--- src/hw/rtl/pbd_pkg.sv ---
package pbd_pkg;

    localparam int ROW_BYTES     = 72;
    localparam int ROWS          = 720;
    localparam int HEADER_BYTES  = 512;
    localparam int WRAPPER_BYTES = 128;

    localparam int IMAGE_BYTES = ROW_BYTES * ROWS;
    localparam int COUNT_W     = $clog2(IMAGE_BYTES + 1);
    localparam int CMP_W       = (COUNT_W > 8) ? COUNT_W : 8;

    localparam logic [COUNT_W-1:0] IMAGE_END = COUNT_W'(IMAGE_BYTES);

    localparam logic [9:0] HEADER_LAST  = 10'(HEADER_BYTES - 1);
    localparam logic [9:0] WRAPPER_LAST = 10'(WRAPPER_BYTES - 1);
    localparam logic [9:0] MARK_FIRST   = 10'h080;
    localparam logic [9:0] MARK_END     = 10'h086;

    localparam logic [7:0] CTRL_NOP   = 8'h80;
    localparam logic [8:0] RUN_BASE   = 9'h101;

    typedef struct packed {
        logic        valid;
        logic [7:0]  pixel_byte;
        logic [7:0]  repeat_res;
        logic [15:0] image_offset;
        logic        image_done;
    } pbd_result_t;

endpackage

--- src/hw/rtl/pbd_core.sv ---
module pbd_core (
    input  logic                clk,
    input  logic                rst_n,
    input  logic                step,
    input  logic [7:0]          data,
    output pbd_pkg::pbd_result_t res
);
    import pbd_pkg::*;

    typedef enum logic [1:0] {PH_HEADER, PH_WRAPPER, PH_DATA, PH_DONE} phase_t;

    localparam phase_t PH_START = (HEADER_BYTES > 0) ? PH_HEADER : PH_DATA;

    phase_t               phase_reg, phase_next;
    logic [9:0]           pos_reg, pos_next;
    logic                 wrapped_reg, wrapped_next;
    logic [6:0]           lit_reg, lit_next;
    logic [7:0]           run_reg, run_next;
    logic [COUNT_W-1:0]   count_reg, count_next;

    logic [COUNT_W-1:0]   left;
    logic [7:0]           rep;

    always_comb
    begin
        left = IMAGE_END - count_reg;
        if (CMP_W'(run_reg) > CMP_W'(left))
        begin
            rep = 8'(left);
        end
        else
        begin
            rep = run_reg;
        end
    end

    always_comb
    begin
        phase_next   = phase_reg;
        pos_next     = pos_reg;
        wrapped_next = wrapped_reg;
        lit_next     = lit_reg;
        run_next     = run_reg;
        count_next   = count_reg;
        res.valid        = 1'b0;
        res.pixel_byte   = data;
        res.repeat_res   = rep;
        res.image_offset = 16'(count_reg);
        res.image_done   = 1'b0;
        if (step)
        begin
            case (phase_reg)
                PH_HEADER:
                begin
                    if (pos_reg >= MARK_FIRST && pos_reg < MARK_END && data != 8'h00)
                    begin
                        wrapped_next = 1'b1;
                    end
                    if (pos_reg == HEADER_LAST)
                    begin
                        pos_next = '0;
                        if (wrapped_next && WRAPPER_BYTES > 0)
                        begin
                            phase_next = PH_WRAPPER;
                        end
                        else
                        begin
                            phase_next = PH_DATA;
                        end
                    end
                    else
                    begin
                        pos_next = pos_reg + 10'd1;
                    end
                end
                PH_WRAPPER:
                begin
                    if (pos_reg == WRAPPER_LAST)
                    begin
                        pos_next   = '0;
                        phase_next = PH_DATA;
                    end
                    else
                    begin
                        pos_next = pos_reg + 10'd1;
                    end
                end
                PH_DATA:
                begin
                    if (run_reg == 8'd0)
                    begin
                        if (data < CTRL_NOP)
                        begin
                            run_next = 8'd1;
                            lit_next = data[6:0];
                        end
                        else if (data > CTRL_NOP)
                        begin
                            run_next = 8'(RUN_BASE - {1'b0, data});
                            lit_next = '0;
                        end
                    end
                    else
                    begin
                        if (run_reg == 8'd1 && lit_reg != 7'd0)
                        begin
                            lit_next = lit_reg - 7'd1;
                        end
                        else
                        begin
                            run_next = '0;
                            lit_next = '0;
                        end
                        count_next = count_reg + COUNT_W'(rep);
                        res.valid  = 1'b1;
                        if (count_next >= IMAGE_END)
                        begin
                            res.image_done = 1'b1;
                            phase_next     = PH_DONE;
                        end
                    end
                end
                default:
                begin
                end
            endcase
        end
    end

    always_ff @(posedge clk or negedge rst_n)
    begin
        if (!rst_n)
        begin
            phase_reg   <= PH_START;
            pos_reg     <= '0;
            wrapped_reg <= 1'b0;
            lit_reg     <= '0;
            run_reg     <= '0;
            count_reg   <= '0;
        end
        else
        begin
            phase_reg   <= phase_next;
            pos_reg     <= pos_next;
            wrapped_reg <= wrapped_next;
            lit_reg     <= lit_next;
            run_reg     <= run_next;
            count_reg   <= count_next;
        end
    end

endmodule

--- src/hw/rtl/pbd_out_stage.sv ---
module pbd_out_stage (
    input  logic                clk,
    input  logic                rst_n,
    input  logic                load,
    input  pbd_pkg::pbd_result_t res,
    output logic                room,
    output logic                out_valid,
    input  logic                out_ready,
    output logic [7:0]          pixel_byte,
    output logic [7:0]          repeat_res,
    output logic [15:0]         image_offset,
    output logic                image_done
);
    import pbd_pkg::*;

    logic        valid_reg;
    pbd_result_t data_reg;

    assign room         = !valid_reg || out_ready;
    assign out_valid    = valid_reg;
    assign pixel_byte   = data_reg.pixel_byte;
    assign repeat_res   = data_reg.repeat_res;
    assign image_offset = data_reg.image_offset;
    assign image_done   = data_reg.image_done;

    always_ff @(posedge clk or negedge rst_n)
    begin
        if (!rst_n)
        begin
            valid_reg <= 1'b0;
        end
        else if (load)
        begin
            valid_reg <= res.valid;
        end
        else if (out_ready)
        begin
            valid_reg <= 1'b0;
        end
    end

    always_ff @(posedge clk)
    begin
        if (load && res.valid)
        begin
            data_reg <= res;
        end
    end

endmodule

--- src/hw/rtl/packbits_bitmap_decoder.sv ---
// channel  | handshake           | payload
// ---------+---------------------+----------------------------------------------
// input    | in_valid, in_ready  | in_byte
// result   | out_valid, out_ready| pixel_byte, repeat_res, image_offset, image_done
//
// One byte per cycle while the result register is not stalled.
// Input register, then decode and state update, then result register.
// Reset clears the decoder state; the next byte is read as file offset zero.
// A stalled result register holds the input register; in_ready then drops.
module packbits_bitmap_decoder (
    input  logic        clk,
    input  logic        rst_n,
    input  logic        in_valid,
    output logic        in_ready,
    input  logic [7:0]  in_byte,
    output logic        out_valid,
    input  logic        out_ready,
    output logic [7:0]  pixel_byte,
    output logic [7:0]  repeat_res,
    output logic [15:0] image_offset,
    output logic        image_done
);
    import pbd_pkg::*;

    logic        full_reg;
    logic [7:0]  byte_reg;
    logic        room;
    logic        advance;
    pbd_result_t res;

    assign advance  = full_reg && room;
    assign in_ready = !full_reg || room;

    always_ff @(posedge clk or negedge rst_n)
    begin
        if (!rst_n)
        begin
            full_reg <= 1'b0;
        end
        else if (in_ready)
        begin
            full_reg <= in_valid;
        end
    end

    always_ff @(posedge clk)
    begin
        if (in_valid && in_ready)
        begin
            byte_reg <= in_byte;
        end
    end

    pbd_core u_core (
        .clk   (clk),
        .rst_n (rst_n),
        .step  (advance),
        .data  (byte_reg),
        .res   (res)
    );

    pbd_out_stage u_out (
        .clk          (clk),
        .rst_n        (rst_n),
        .load         (advance),
        .res          (res),
        .room         (room),
        .out_valid    (out_valid),
        .out_ready    (out_ready),
        .pixel_byte   (pixel_byte),
        .repeat_res   (repeat_res),
        .image_offset (image_offset),
        .image_done   (image_done)
    );

endmodule

--- config.mk ---
export PLATFORM = sky130hd
export DESIGN_NAME = packbits_bitmap_decoder
export DESIGN_NICKNAME = d
export VERILOG_FILES = /design/src/hw/rtl/pbd_pkg.sv /design/src/hw/rtl/pbd_core.sv /design/src/hw/rtl/pbd_out_stage.sv /design/src/hw/rtl/packbits_bitmap_decoder.sv
export SDC_FILE = /design/constraint.sdc
export NUM_CORES = 1
export LEC_CHECK = 0
export BUFFER_PORTS_ARGS = -buffer_cell sky130_fd_sc_hd__buf_2
export CELL_PAD_IN_SITES_DETAIL_PLACEMENT = 0
export CELL_PAD_IN_SITES_GLOBAL_PLACEMENT = 1
export CORE_MARGIN = 3
export CORE_UTILIZATION = 43
export CTS_CLUSTER_SIZE = 30
export DETAILED_ROUTE_END_ITERATION = 10
export PLACE_DENSITY_LB_ADDON = 0.1
export SYNTH_ARGS = -nofsm -noshare
export SYNTH_HDL_FRONTEND = slang
export SYNTH_SLANG_ARGS = --single-unit
--- constraint.sdc ---
create_clock -name clk -period 4.3 [get_ports clk]
set_input_delay 0.86 -clock clk [delete_from_list [all_inputs] [get_ports clk]]
set_output_delay 0.86 -clock clk [all_outputs]
set_load 0.005 [all_outputs]
==> run summary <==
Seq/Total Area, Yosys: 0.4922
Post-synthesis instance area: 4840 µm²
Fmax: 0.2124 GHz
Violated checks: setup timing
Cells after Synth: 448
Setup violators final: 6
Slew Limit Fails: 0
Clock buffer count from CTS: 9
Status: complete, but fails checks
Yosys cell types: 72
Synth area leader: edfxtp_1
H-tree levels: 3
Share of layout cells above drive strength 1: 0.3605
HPWL after detailed placement: 8.251 mm
Synth warnings: 0
TNS Setup: -1190 ps
Largest net degree at the start of global routing: 37
Final Hold Viols: 0
Clk Tree Root Cell: clkbuf_16
Crit path required time: 4390 ps
Vias per Instance: 5.290
DIE AREA: 12,560 µm²
Core area: 10,940 µm²
Row cnt: 38
Async S/R FF share, synth: 0.5287
Via count of the routed design: 3,793
CP startpoint kind: flop
Number of synthesized register bits: 87
Vias in the first global route: 3,806
Die height: 112.1 µm
Period utilisation layout: 1.095
Clock sink count: 87
Post-synth top flop: dfrtp_1
Routed wire length: 11.65 mm
CTS tree: yes
Max-Slew Margin vs Limit: 0.5839
Final non-filler cell area: 6397 µm²
Clk slew on worst S/H paths: 60 ps
Die W: 112.1 µm
Unrepaired setup endpoints after global routing: true
Clock Tree Buf Depth: 2
DRC Markers: 0
Worst VDD drop: 0.2134 mV
Post-synth EDFFs: 41
Post-place instance area: 5659 µm²
Placer congestion estimate: 0.8364
Largest fanout on the critical path: 5
Antenna violations before repair: 0
1st-iter DRT viols: 89
Tot GR Track Use: 0.1887
Final nets: 610
Leakage: 0.002718 µW
ANT cells: 0
Antenna Nets Post-Route: 0
Initial Util: 0.4426
I/O Pins: 47
Port Buffers: 46
Critical Setup Path Class: flop to flop
Layout area overhead: 32.19%
1st-pass router iterations: 4
Clk_skew: 8.850 ps
WL per Instance: 16.25 µm
Arrival @ worst endpoint: 4800 ps
Congestion Overflow GR: 0
Post-synth top area share: 0.2544
Hold Buf Count CTS: 0
Avg Synthesized Cell Area: 10.80 µm²
First-pass GRT wire length: 19.12 mm
Worst Setup Slack, final: -408.6 ps
Power per Cell Area: 282.1 nW/µm²
Slew @ Worst Pin: 617.7 ps
Minimum clock period: 4709 ps
Clk Latency, worst-skew pair: 340 ps
Setup crit end kind: flop
Worst Hold Class: input pin to async pin
Synth area leaders: edfxtp_1 (25%), dfrtp_1 (24%), ha_1 (6.5%)
Synth Net Count: 486
Max-cap viol count: 0
==> repair_timing <==
| action | in CTS | in global routing |
|---|---|---|
| pin swaps | 8 | 11 |
| setup buffers | 4 | 13 |
| resized for setup | 25 | 34 |
| endpoints found under the setup margin | 10 | 11 |
==> placed cells by master, fill, tap and decap left out, drive strengths merged, types with 9 or more instances in the layout <==
master,instances
buf,127
nand2,52
dfrtp,46
edfxtp,41
o21ai,35
nor2,26
ha,25
inv,23
xnor2,18
a21oi,16
nor3,16
nand3,13
clkbuf,13
xor2,11
nand2b,9
==> path summary, 6_finish.rpt <==
check	startpoint	end	slack (ps)	depth (start not counted)
worst max-delay path	u_core.count_reg[2]	u_out.image_done	-410	23
worst min-delay path	rst_n	u_core.count_reg[13]	400	1
worst max register to register	u_core.count_reg[2]	u_out.image_done	-410	23
worst min register to register	u_core.wrapped_reg	u_core.wrapped_reg	470	1
max in group asynchronous	rst_n	u_core.lit_reg[4]	3120	2
min in group clk	u_core.wrapped_reg	u_core.wrapped_reg	470	1
==> synth_stat cells (3+ instances only) <==
cell	instances
o21ai_2	3
nor3_1	14
a21oi_1	16
or4_1	4
mux2i_1	8
inv_1	23
o21ai_0	32
nor2_1	26
a21o_1	7
ha_1	25
nand4_1	6
buf_2	3
nand2_1	51
nor2b_1	5
and2_1	3
a211oi_1	4
xor2_1	11
xnor2_1	18
o31ai_1	7
dfrtp_1	46
buf_4	3
nor4_1	3
nand2b_1	8
edfxtp_1	41
nand3_1	13
o21a_1	6
==> report_power, final <==
part,internal (µW),switching [µW],leakage (µW)
registers,905,47.3,0.000979
logic,41.2,47.3,0.00161
clock network,451,313,0.000130
==> routing by layer <==
| layer | global-route usage | vias up | wire length (µm) |
|---|---|---|---|
| li1 | - | 1890 | - |
| met2 | 0.3055 | 82 | 5470 |
| met4 | 0.07131 | 0 | 228 |
| met1 | 0.2558 | 1804 | 5491 |
| met3 | 0.03127 | 17 | 461 |
| met5 | 0 | - | 0 |
==> metrics by stage <==
stage	utilization	std cells	total power (µW)	setup slack, ps	hold slack, ps
detailed placement	0.5175	685	1060	-601.9	454.8
floorplan	-	448	1018	-140.9	426.1
CTS	0.5592	705	1824	-360.0	396.4
finish	0.5850	717	1805	-408.6	396.4
global route	0.5850	717	1886	-649.6	397.9
global placement	0.5175	685	1056	-501.9	449.7
==> final cells by class <==
class,instances,area [µm²]
Clock buffer,13,240.2
Clock inverter,3,45.04
Fill cell,932,4538
Tap cell,140,175.2
Inverter,23,86.33
Timing Repair Buffer,127,857.1
Multi-Input combinational cell,324,2611
Sequential cell,87,2382
==> logic make-up after synthesis <==
kind of cell | synth area share
muxes | 0.01965
AOI/OAI and AO/OA | 0.1593
DFF | 0.4922
adders and majority gates | 0.06877
and+or+nand+nor | 0.1662
buffers and inverters | 0.04136
xor gates and xnor gates | 0.05248
==> critical path: stages, from the launching register on <==
cell and delay [ps]:
dfrtp_1 400, nor3_4 250, buf_6 140, nand2_4 60
xnor2_4 210, ha_4 230, a21o_1 150, a21o_1 160
a21oi_1 130, o21ai_1 80, nor4b_4 140, o2111ai_4 180
mux2i_2 290, ha_2 230, inv_2 40, fa_2 360
nor2b_4 170, o2111ai_4 150, and3_4 220, nor4b_4 230
o211ai_1 130, a32oi_2 230, a31o_2 240, nor2_1 50
Note: power is estimated with default switching activity, not from simulation.
